===== config.mk =====
export PLATFORM = sky130hd
export DESIGN_NAME = lobm_cell
export DESIGN_NICKNAME = d
export VERILOG_FILES = /design/src/hdl/lobm_pkg.sv /design/src/hdl/lobm_cell.sv
export SDC_FILE = /design/constraint.sdc
export NUM_CORES = 1
export LEC_CHECK = 0
export BUFFER_PORTS_ARGS = -buffer_cell sky130_fd_sc_hd__buf_2
export CAP_MARGIN = 30
export CORE_AREA = 4 4 242 244
export CTS_BUF_LIST = sky130_fd_sc_hd__clkbuf_2
export DETAILED_ROUTE_END_ITERATION = 16
export DIE_AREA = 0 0 246 248
export GPL_TIMING_DRIVEN = 1
export PLACE_DENSITY = 0.53
export SYNTH_ARGS = -nofsm -noshare
export SYNTH_HDL_FRONTEND = slang
export SYNTH_SLANG_ARGS = --single-unit

===== constraint.sdc =====
create_clock -name clk -period 7 [get_ports clk]
set_clock_uncertainty 0.2 [all_clocks]
set_input_delay 0.7 -clock clk [delete_from_list [all_inputs] [get_ports clk]]
set_output_delay 0.7 -clock clk [all_outputs]
set_load 0.05 [all_outputs]

===== src/hdl/lobm_pkg.sv =====
// Package for the limit order book matcher: opcodes, status codes, shared types.
// No dependencies.
package lobm_pkg;

  localparam logic [1:0] OP_MARKET = 2'd0;
  localparam logic [1:0] OP_LIMIT  = 2'd1;
  localparam logic [1:0] OP_CANCEL = 2'd2;

  localparam logic [2:0] ST_NONE     = 3'd0;
  localparam logic [2:0] ST_RESTED   = 3'd1;
  localparam logic [2:0] ST_FULL     = 3'd2;
  localparam logic [2:0] ST_CANCELED = 3'd3;
  localparam logic [2:0] ST_NOTFOUND = 3'd4;

  // slot index width on the search chain, covers up to 64 slots
  localparam int IDX_W = 6;

  // resting entry content
  typedef struct packed {
    logic        side;
    logic [63:0] symbol;
    logic [31:0] seq;
    logic [63:0] price;
    logic [31:0] qty;
  } entry_t;

  // key carried along the search chain
  typedef struct packed {
    logic             found;
    logic [63:0]      pkey;
    logic [31:0]      skey;
    logic [IDX_W-1:0] idx;
  } cand_t;

  // per-cell write command from the controller
  typedef struct packed {
    logic        wr;
    logic        clr;
    logic        setq;
    logic [31:0] qty;
    entry_t      data;
  } cell_cmd_t;

endpackage


===== src/hdl/lobm_cell.sv =====
// One storage cell of the book plus its stage of the best/exact search chain.
// Depends on lobm_pkg.
module lobm_cell import lobm_pkg::*; #(
  parameter int INDEX = 0
) (
  input  logic      clk,
  input  logic      rst,
  input  cell_cmd_t cmd,
  input  logic      mode_exact,
  input  entry_t    key,
  input  cand_t     cand_in,
  output cand_t     cand_out,
  output logic      valid_out
);

  logic   valid;
  entry_t ent;
  logic   match, better;
  logic [63:0] pk;
  logic [31:0] sk;

  assign pk = ent.price ^ 64'h8000_0000_0000_0000;
  assign sk = ent.seq ^ 32'h8000_0000;
  assign valid_out = valid;

  always_ff @(posedge clk) begin
    if (rst) begin
      valid <= 1'b0;
    end else if (cmd.clr) begin
      valid <= 1'b0;
    end else if (cmd.wr) begin
      valid <= 1'b1;
    end
  end

  always_ff @(posedge clk) begin
    if (cmd.wr) begin
      ent <= cmd.data;
    end else if (cmd.setq) begin
      ent.qty <= cmd.qty;
    end
  end

  always_comb begin
    match = valid && ent.side == key.side && ent.symbol == key.symbol;
    if (mode_exact) begin
      match = match && ent.price == key.price && ent.seq == key.seq;
      better = match && !cand_in.found;
    end else if (!cand_in.found) begin
      better = match;
    end else begin
      // sell side resting: lowest price; buy side: highest
      better = match && (((key.side ? pk < cand_in.pkey : pk > cand_in.pkey))
               || (pk == cand_in.pkey && sk < cand_in.skey));
    end
  end

  // registered hand-off to the next cell
  always_ff @(posedge clk) begin
    if (better) begin
      cand_out <= '{found: 1'b1, pkey: pk, skey: sk, idx: IDX_W'(INDEX)};
    end else begin
      cand_out <= cand_in;
    end
  end

endmodule


# Word level (Yosys, flattened, before mapping)
# Index checks and enable logic that the tools add are counted.
# word_totals
out_inout_bits	104
elab_cells	33
reg_bits	265
input_bits	527
# classes
n_bitwise	2
eq_ne	5
n_mux	4
order_cmp	3
reduce_logical	10
# op_table
cell	count
$eq A64 B64 Y1	3
$mux W102	1
$gt A64 B64 Y1	1
$lt A64 B64 Y1	1
$eq A32 B32 Y1	1
$lt A32 B32 Y1	1
$logic_and A1 B1 Y1	7
$mux W1	3
$not A1 Y1	2
$reduce_or A2 Y1	1
$eq A1 B1 Y1	1
$logic_not A1 Y1	1
$logic_or A1 B1 Y1	1

# Depth between registers and ports, before layout
# Gate-level depths: netlist of the first run.
# depth
word_depth	8
depth_mapped	12

# Worst setup path before layout of the first run
# No wires, ideal clock.
# synth_timing
path_kind	in2reg
startpoint	in cand_in[93] in the netlist's numbering
endpoint	reg cand_out[99] in the netlist's numbering
required_time_ps	6677
path_slack_ps	3111
n_path_buf	2
setup_time_ps	123
stages	12
t_arrival_ps	3566
cell_sequence	inv_1 ha_1 nand4_1 or4_1 nor3b_1 nand4_1 a211o_1 o41a_1 a311oi_2 buf_4 buf_4 mux2_1
# synth_via
elab_chain_cells	7
# synth_rtl
item	line	text
from (decl)	lobm_cell.sv:11	input cand_t cand_in,
$gt A64 B64 Y1, or another cell as far along	lobm_cell.sv:53	better = match && (((key.side ? pk < cand_in.pkey : pk > cand_in.pkey))
$mux W1 / $logic_and A1 B1 Y1 (equally long branches)	lobm_cell.sv:53, lobm_cell.sv:54	
$logic_or A1 B1 Y1 *	lobm_cell.sv:54	|| (pk == cand_in.pkey && sk < cand_in.skey));
$logic_and A1 B1 Y1 *	lobm_cell.sv:53	
$mux W1 *	lobm_cell.sv:49	end else if (!cand_in.found) begin
$mux W1 *	lobm_cell.sv:46	if (mode_exact) begin
$mux W102 *	lobm_cell.sv:60	if (better) begin
to (signal assigned)	lobm_cell.sv:61	cand_out <= '{found: 1'b1, pkey: pk, skey: sk, idx: IDX_W'(INDEX)};
to (signal assigned)	lobm_cell.sv:63	cand_out <= cand_in;
to (decl)	lobm_cell.sv:12	output cand_t cand_out,
# Every way passes the cells marked *; elsewhere a longest branch is shown, timed or not.
# A chain may end at the register's enable or synchronous reset.

# Worst setup path in the final report of the first run
# layout_timing
startpoint	reg ent[89] in the netlist's numbering
endpoint	reg cand_out[84] in the netlist's numbering
# layout_via
elab_chain_cells	7
# layout_rtl
item	line	text
from (decl)	lobm_cell.sv:17	entry_t ent;
from (signal assigned)	lobm_cell.sv:38	ent <= cmd.data;
$gt A64 B64 Y1, or another cell as far along	lobm_cell.sv:53	
$mux W1 / $logic_and A1 B1 Y1 (equally long branches)	lobm_cell.sv:53, lobm_cell.sv:54	
$logic_or A1 B1 Y1	lobm_cell.sv:54	
$logic_and A1 B1 Y1	lobm_cell.sv:53	
$mux W1	lobm_cell.sv:49	
$mux W1 *	lobm_cell.sv:46	
$mux W102 *	lobm_cell.sv:60	
# Marks and branches as above.

==> reports/results.ini, run 1 <==
[die]
initial_core_util = 0.222
rows = 87
ioPinCount = 631
core_um2 = 56300
fp.dieH_um = 248
fp.dieW_um = 246
dieArea_um2 = 61000

[power]
cellPowerDensity_nw_per_um2 = 192
clockPowerShare = 0.321
sw_frac_of_total = 0.327
p_leak_nw = 9.31
pwr-share-seq = 0.467
ir_drop_uv = 154
p_total_mw = 3.95
p_int_mw = 2.66
pwr-share-comb = 0.212
p_switching_mw = 1.29

[critical_path]
worstPathBufferInverterCount = 1
start_kind = flop
arrival_ns = 5.91
critPathSlowestCell = nor3b_1
required_ns = 7.68
cp_max_fo = 43
crit_top_cell = nand4_1
cpLargestDelayFamily = simple AND/OR/NAND/NOR gates
max_stage_delay_ns = 0.72
path_class = flop to flop
worstSetupEndpointType = flop
worstPathCellList = ha_1 -> nand4_1 -> or4_1 -> nor3b_1 -> nand4_1 -> a211o_1 -> o41a_1 -> a311oi_4 -> buf_4 -> mux2_1

[grt]
antenna_found_initial = 18
grt-ovfl-total = 0
first_global_vias = 13054
grt_pass1_wl_um = 83500
grt_max_degree = 98
grtUsageTotal = 0.189

[run_status]
status = complete, no violations

[routing]
vias_per_cell = 4.21
drt_pass1_iterations = 5
drt_iter0_drc = 478
wl_um = 59500
drc = 0
drtAntennaViolNets = 0
avgRoutedWirePerCell_um = 21.1
vias = 11873

[logic_synthesis]
ys_ff_latch = 265
yosysUniqueCellTypes = 51
async_reset_ff_frac = 0
synth_area_um2 = 12500
mappedNetlistNets = 1622
syn_area_per_cell_um2 = 12.5
ys.warnings.count = 0
synthCells = 1000
ys_seq_area_frac = 0.555
synth_edf_count = 161
synthFlopType = edfxtp_1

[finish]
final_util = 0.366
layout_common_cells = 532 x buf_2, 374 x dlygate4sd3_1, 161 x edfxtp_1, 149 x inv_1, 118 x clkbuf_2
fillCellCount = 5651
drive_above_1_share = 0.340
layout.nets = 2605
syn_to_final_growth_pct = 65.2
final_common_cell = buf_2

[timing]
setup_viol = 0
rsz0062_at_grt = no
max-slew-margin-rel = 0.358
finalMaxSlewViolations = 0
fmax_mhz = 191
final-hold-violation-count = 0
worst_slew_pin_slew_ns = 0.963
fin_crit_sh = 0.747
final.setup.tns_ns = 0
fin_crit_ns = 5.23
whs_ns = 0.199

[clocking]
cts_made_buffers = 80
cts.sinks = 265
cts_setup_buffers = 0
ctsRootBufferMaster = clkbuf_2
cts_tree = done
cts_hold_buffers = 374
clockBufferDepth = 3
clk_pin_slew_worst_paths_ns = 0.13
clk_latency_ns = 1.05
htree_num_levels = 3
cts_resized = 0

[worst_hold_path]
hold_path.class = input pin to flop

[placement]
gp_congestion = 0.858
dp_hpwl_um = 46300
numPortBuffers = 533

[run]
maxCapViolCount = 0

==> cell families after synthesis <==
family	count (synthesis)	share of synthesized area
fa+ha+maj	95	0.0953
simple gates	146	0.0658
compound gates	128	0.0712
xor+xnor	110	0.0773
flops	265	0.555
mux	96	0.0835
buf+inv	160	0.0523
==> path summary, 6_finish.rpt <==
kind,from,end,slack (ns),depth (start not counted)
hold reg to reg,ent[32]$_DFFE_PP_,cand_out[38]$_DFF_P_,0.31,1
hold / removal,cmd[227],ent[160]$_DFFE_PP_,0.20,1
setup reg to reg,ent[89]$_DFFE_PP_,cand_out[84]$_DFF_P_,1.77,10
setup / recovery,ent[89]$_DFFE_PP_,cand_out[84]$_DFF_P_,1.77,10
==> synth_stat cells (3+ instances only) <==
master | count | area [um2]
a2111oi_0 | 4 | 35.0
nor3_1 | 12 | 60.1
edfxtp_1 | 161 | 4830
o221ai_1 | 5 | 43.8
o21ai_0 | 12 | 60.1
dfxtp_1 | 104 | 2080
a221oi_1 | 5 | 43.8
a211o_1 | 3 | 26.3
o22ai_1 | 13 | 81.3
nand4_1 | 39 | 244
mux2_1 | 42 | 473
or4_1 | 5 | 37.5
a211oi_1 | 3 | 22.5
nor2b_1 | 15 | 93.8
inv_1 | 149 | 559
o2bb2ai_1 | 8 | 70.1
nor4_1 | 21 | 131
mux2i_1 | 32 | 320
ha_1 | 95 | 1190
a22o_1 | 4 | 35.0
nand2_1 | 24 | 90.1
xor2_1 | 53 | 464
nor2_1 | 7 | 26.3
buf_4 | 5 | 37.5
o2111ai_1 | 3 | 26.3
nand2b_1 | 8 | 50.1
a21oi_1 | 40 | 200
a221o_1 | 3 | 30.0
buf_6 | 4 | 45.0
nand3_1 | 10 | 50.1
a22oi_1 | 3 | 22.5
a21o_1 | 7 | 52.6
mux2_2 | 22 | 248
xnor2_1 | 57 | 499
==> worst register-to-register path, stage by stage (launching register included) <==
cell      delay (ns)
edfxtp_1        0.52
ha_1            0.35
nand4_1         0.18
or4_1           0.63
nor3b_1         0.72
nand4_1         0.30
a211o_1         0.39
o41a_1          0.37
a311oi_4        0.37
buf_4           0.63
mux2_1          0.47
==> layer usage <==
layer  routed length (um)  vias to the layer above  track usage
met5                   83                        -            0
met3                 4980                      104       0.0690
li1                     -                     5671            -
met1                23400                     5550        0.211
met2                29800                      530        0.343
met4                 1120                       18       0.0464
==> stage by stage <==
stage | setup WS, ns | cells | instance area (um2)
floorplan | 3.11 | 1000 | 12500
global placement | 1.34 | 2283 | 16100
detailed placement | 1.33 | 2283 | 16100
CTS | 1.65 | 2806 | 20600
global route | 1.62 | 2813 | 20600
finish | 1.77 | 2821 | 20600
==> final cells by class <==
cell class	count	area, um2	area share
antenna	15	37.5	0.00182
clock buffer	118	591	0.0287
clock inverter	31	174	0.00844
inverter	149	559	0.0271
multi-input combinational	575	4910	0.238
sequential	265	6920	0.336
tap	756	946	0.0459
timing repair buffer	912	6470	0.314
==> state kept, by name, summed over array words and instances, names as in the netlist <==
name       flops
valid_out      1
ent          161
cand_out     103
==> power groups by stage <==
stage	sequential (mW)	combinational, mW	clock (mW)
floorplan	1.97	0.234	0
global route	1.86	0.914	1.43
finish	1.85	0.839	1.27
CTS	1.85	0.845	1.34
detailed placement	1.88	0.676	0
global placement	1.88	0.669	0
(Power assumes the default switching activity.)
==> run 2, diff against run 1 <==
--- a/config.mk
+++ b/config.mk
@@ -7,12 +7,12 @@
 export LEC_CHECK = 0
 export BUFFER_PORTS_ARGS = -buffer_cell sky130_fd_sc_hd__buf_2
 export CAP_MARGIN = 30
-export CORE_AREA = 4 4 242 244
+export CORE_AREA = 4 4 241 243
 export CTS_BUF_LIST = sky130_fd_sc_hd__clkbuf_2
 export DETAILED_ROUTE_END_ITERATION = 16
-export DIE_AREA = 0 0 246 248
+export DIE_AREA = 0 0 245 247
 export GPL_TIMING_DRIVEN = 1
-export PLACE_DENSITY = 0.53
+export PLACE_DENSITY = 0.55
 export SYNTH_ARGS = -nofsm -noshare
 export SYNTH_HDL_FRONTEND = slang
 export SYNTH_SLANG_ARGS = --single-unit
==> constraint.sdc (replaced) <==
create_clock -name clk -period 4.6 [get_ports clk]
set_clock_uncertainty 0.2 [all_clocks]
set_input_delay 0.46 -clock clk [delete_from_list [all_inputs] [get_ports clk]]
set_output_delay 0.46 -clock clk [all_outputs]
set_load 0.05 [all_outputs]
==> reports/results.ini, run 2 <==
[die]
ioPinCount = 631
initial_core_util = 0.223
fp.dieH_um = 247
fp.dieW_um = 245
rows = 87

[logic_synthesis]
yosys-top-cells-count = 161 x edfxtp_1, 149 x inv_1, 104 x dfxtp_1
synthCells = 1000
synth_top_cell_area_share = 0.388
async_reset_ff_frac = 0
mappedNetlistNets = 1622
yosysMostFrequentCell = edfxtp_1
ys_ff_latch = 265
synth_top_area_cell = edfxtp_1
ys.warnings.count = 0
ys_seq_area_frac = 0.555
synthFlopType = edfxtp_1
yosysUniqueCellTypes = 51
syn_area_per_cell_um2 = 12.5
synth_edf_count = 161
synth_area_um2 = 12500
synthTopCellsByArea = edfxtp_1 39%, dfxtp_1 17%, ha_1 9.5%

[clocking]
clockBufferDepth = 3
cts.sinks = 265
cts_hold_buffers = 495
htree_num_levels = 3
ctsRootBufferMaster = clkbuf_2
cts_resized = 0
cts_setup_buffers = 0
cts_made_buffers = 78

[run_status]
haltStage = clock tree synthesis
status = did not finish
stop_error = [ERROR RSZ-0060] Max buffer count reached.

[placement]
dp_hpwl_um = 47600
place_area_um2 = 16500
gp_congestion = 0.850
numPortBuffers = 533

==> run 2: cell counts after synthesis <==
No cell type changed its count.
==> run 2: per-stage QoR <==
step / setup slack, ns / cells
2_1_floorplan: 0.951 / 1000
3_5_place_dp: -0.0133 / 2333
3_3_place_gp: 0.0125 / 2333
==> run 2: cell families after synthesis <==
| kind of cell | share of synthesized area |
|---|---|
| flops | 0.555 |
| buf+inv | 0.0523 |
| simple gates | 0.0658 |
| compound gates | 0.0712 |
| xor+xnor | 0.0773 |
| mux | 0.0835 |
| fa+ha+maj | 0.0953 |
==> run 3, diff against run 2 <==
--- a/config.mk
+++ b/config.mk
@@ -7,12 +7,11 @@
 export LEC_CHECK = 0
 export BUFFER_PORTS_ARGS = -buffer_cell sky130_fd_sc_hd__buf_2
 export CAP_MARGIN = 30
-export CORE_AREA = 4 4 241 243
-export CTS_BUF_LIST = sky130_fd_sc_hd__clkbuf_2
+export CORE_AREA = 4 4 243 245
 export DETAILED_ROUTE_END_ITERATION = 16
-export DIE_AREA = 0 0 245 247
+export DIE_AREA = 0 0 247 249
 export GPL_TIMING_DRIVEN = 1
-export PLACE_DENSITY = 0.55
+export PLACE_DENSITY_LB_ADDON = 0.15
 export SYNTH_ARGS = -nofsm -noshare
 export SYNTH_HDL_FRONTEND = slang
 export SYNTH_SLANG_ARGS = --single-unit
==> constraint.sdc (replaced) <==
create_clock -name clk -period 5.98 [get_ports clk]
set_clock_uncertainty 0.2 [all_clocks]
set_input_delay 0.598 -clock clk [delete_from_list [all_inputs] [get_ports clk]]
set_output_delay 0.598 -clock clk [all_outputs]
set_load 0.05 [all_outputs]
==> reports/results.ini, run 3 (same netlist as run 1, synthesis figures left out) <==
[run_status]
status = complete, no violations

[critical_path]
r2r_slack_ns = 1.18
critPathSlowestCell = or4_1
crit_top_cell = nand4_1
cp_max_fo = 43
arrival_ns = 5.01
r2r_cells = 10
max_stage_delay_ns = 0.63
r2r_end = cand_out[93]$_DFF_P_
start_kind = flop
worstSetupEndpointType = flop
path_class = flop to flop
required_ns = 6.19
worstPathCellList = ha_1 -> nand4_1 -> or4_1 -> nor3b_1 -> nand4_1 -> a211o_1 -> o41a_1 -> a311oi_4 -> buf_12 -> mux2_1
r2r_start = ent[89]$_DFFE_PP_

[worst_hold_path]
hold_end = ent[39]$_DFFE_PP_
hold_start = cmd[39]
hold_path.class = input pin to flop
holdPathStages = 1

[timing]
rsz0062_at_grt = no
timing.final.ws_setup_ns = 1.18
max-slew-margin-rel = 0.384
setup_viol = 0
fin_crit_ns = 4.80
whs_ns = 0.0338
final.setup.tns_ns = 0
finalMaxSlewViolations = 0
fmax_mhz = 208
worst_slew_pin_slew_ns = 0.924
fin_crit_sh = 0.803
final-hold-violation-count = 0

[die]
core_um2 = 57100
initial_core_util = 0.218
dieArea_um2 = 61500
fp.dieH_um = 249
ioPinCount = 631
rows = 88
fp.dieW_um = 247

[clocking]
cts_tree = done
htree_num_levels = 2
clk_pin_slew_worst_paths_ns = 0.06
cts_resized = 0
cts_made_buffers = 36
clk_latency_ns = 0.55
clockBufferDepth = 3
cts_setup_buffers = 0
ctsRootBufferMaster = clkbuf_16
cts.sinks = 265

[grt]
grt_max_degree = 63
grt-ovfl-total = 0
antenna_found_initial = 17
grtUsageTotal = 0.176
grt_pass1_wl_um = 77700
first_global_vias = 11472

[placement]
gp_congestion = 0.838
numPortBuffers = 533
dp_slack_ns = 0.864
dp.cells = 2296
dp_hpwl_um = 46000
place_area_um2 = 16100

[routing]
drtAntennaViolNets = 0
vias = 10383
drc = 0
drt_pass1_iterations = 5
drt_iter0_drc = 391
vias_per_cell = 4.15
avgRoutedWirePerCell_um = 22.1
wl_um = 55300

[power]
p_leak_nw = 8.30
cellPowerDensity_nw_per_um2 = 277
p_total_mw = 5.16
ir_drop_uv = 212

[run]
maxCapViolCount = 0

[finish]
layout_common_cells = 532 x buf_2, 161 x edfxtp_1, 149 x inv_1, 128 x dlygate4sd3_1, 104 x dfxtp_1
fillCellCount = 5965
finalNonFillerCells = 2501
multi_input_area_um2 = 4910
seqCellArea_um2 = 6920
drive_above_1_share = 0.359
regMostFlops = ent
final_common_cell = buf_2
largest_reg_flops = 161
final_util = 0.325
syn_to_final_growth_pct = 49.1
finalInstanceArea_um2 = 18600
layout.nets = 2319

-- run 3: area by class of cell --
cell class,instances,area share
antenna,11,0.00148
clock buffer,49,0.0544
clock inverter,17,0.00801
inverter,149,0.0301
multi-input combinational,575,0.264
sequential,265,0.372
tap,765,0.0515
timing repair buffer,670,0.218
-- run 3: critical path, delay by kind of cell (launching register included) --
| family | cells | cell delay (ns) |
|---|---|---|
| mux | 1 | 0.37 |
| simple gates | 4 | 1.61 |
| buf+inv | 1 | 0.32 |
| flops | 1 | 0.50 |
| compound gates | 3 | 1.27 |
| fa+ha+maj | 1 | 0.35 |
-- run 3: how the worst max path moves through the flow --
stage,to,cells past startpoint,from,slack (ns)
floorplan,cand_out[99]$_DFF_P_,12,cand_in[93],2.19
global placement,cand_out[89]$_DFF_P_,12,cand_in[101],0.91
detailed placement,cand_out[20]$_DFF_P_,12,cand_in[93],0.86
CTS,cand_out[93]$_DFF_P_,10,ent[89]$_DFFE_PP_,1.04
global route,cand_out[93]$_DFF_P_,10,ent[89]$_DFFE_PP_,0.89
finish,cand_out[93]$_DFF_P_,10,ent[89]$_DFFE_PP_,1.18
-- run 3: timing repair --
action	4_1_cts	5_1_grt
endpoints found under the hold margin	127	0
hold buffers	128	0
endpoints found under the setup margin	0	0
-- run 3: layer usage --
layer / vias to the layer above / routed length [um] / track usage
met5: - / 135 / 0
met4: 18 / 1660 / 0.0559
met3: 95 / 4720 / 0.0614
met2: 410 / 26600 / 0.301
met1: 4818 / 22200 / 0.205
li1: 5042 / - / -
-- run 3: power breakdown --
group / total (mW) / internal (mW) / switching [mW]
Clock: 2.15 / 1.27 / 0.874
Sequential: 2.16 / 2.08 / 0.0861
Combinational: 0.842 / 0.354 / 0.488
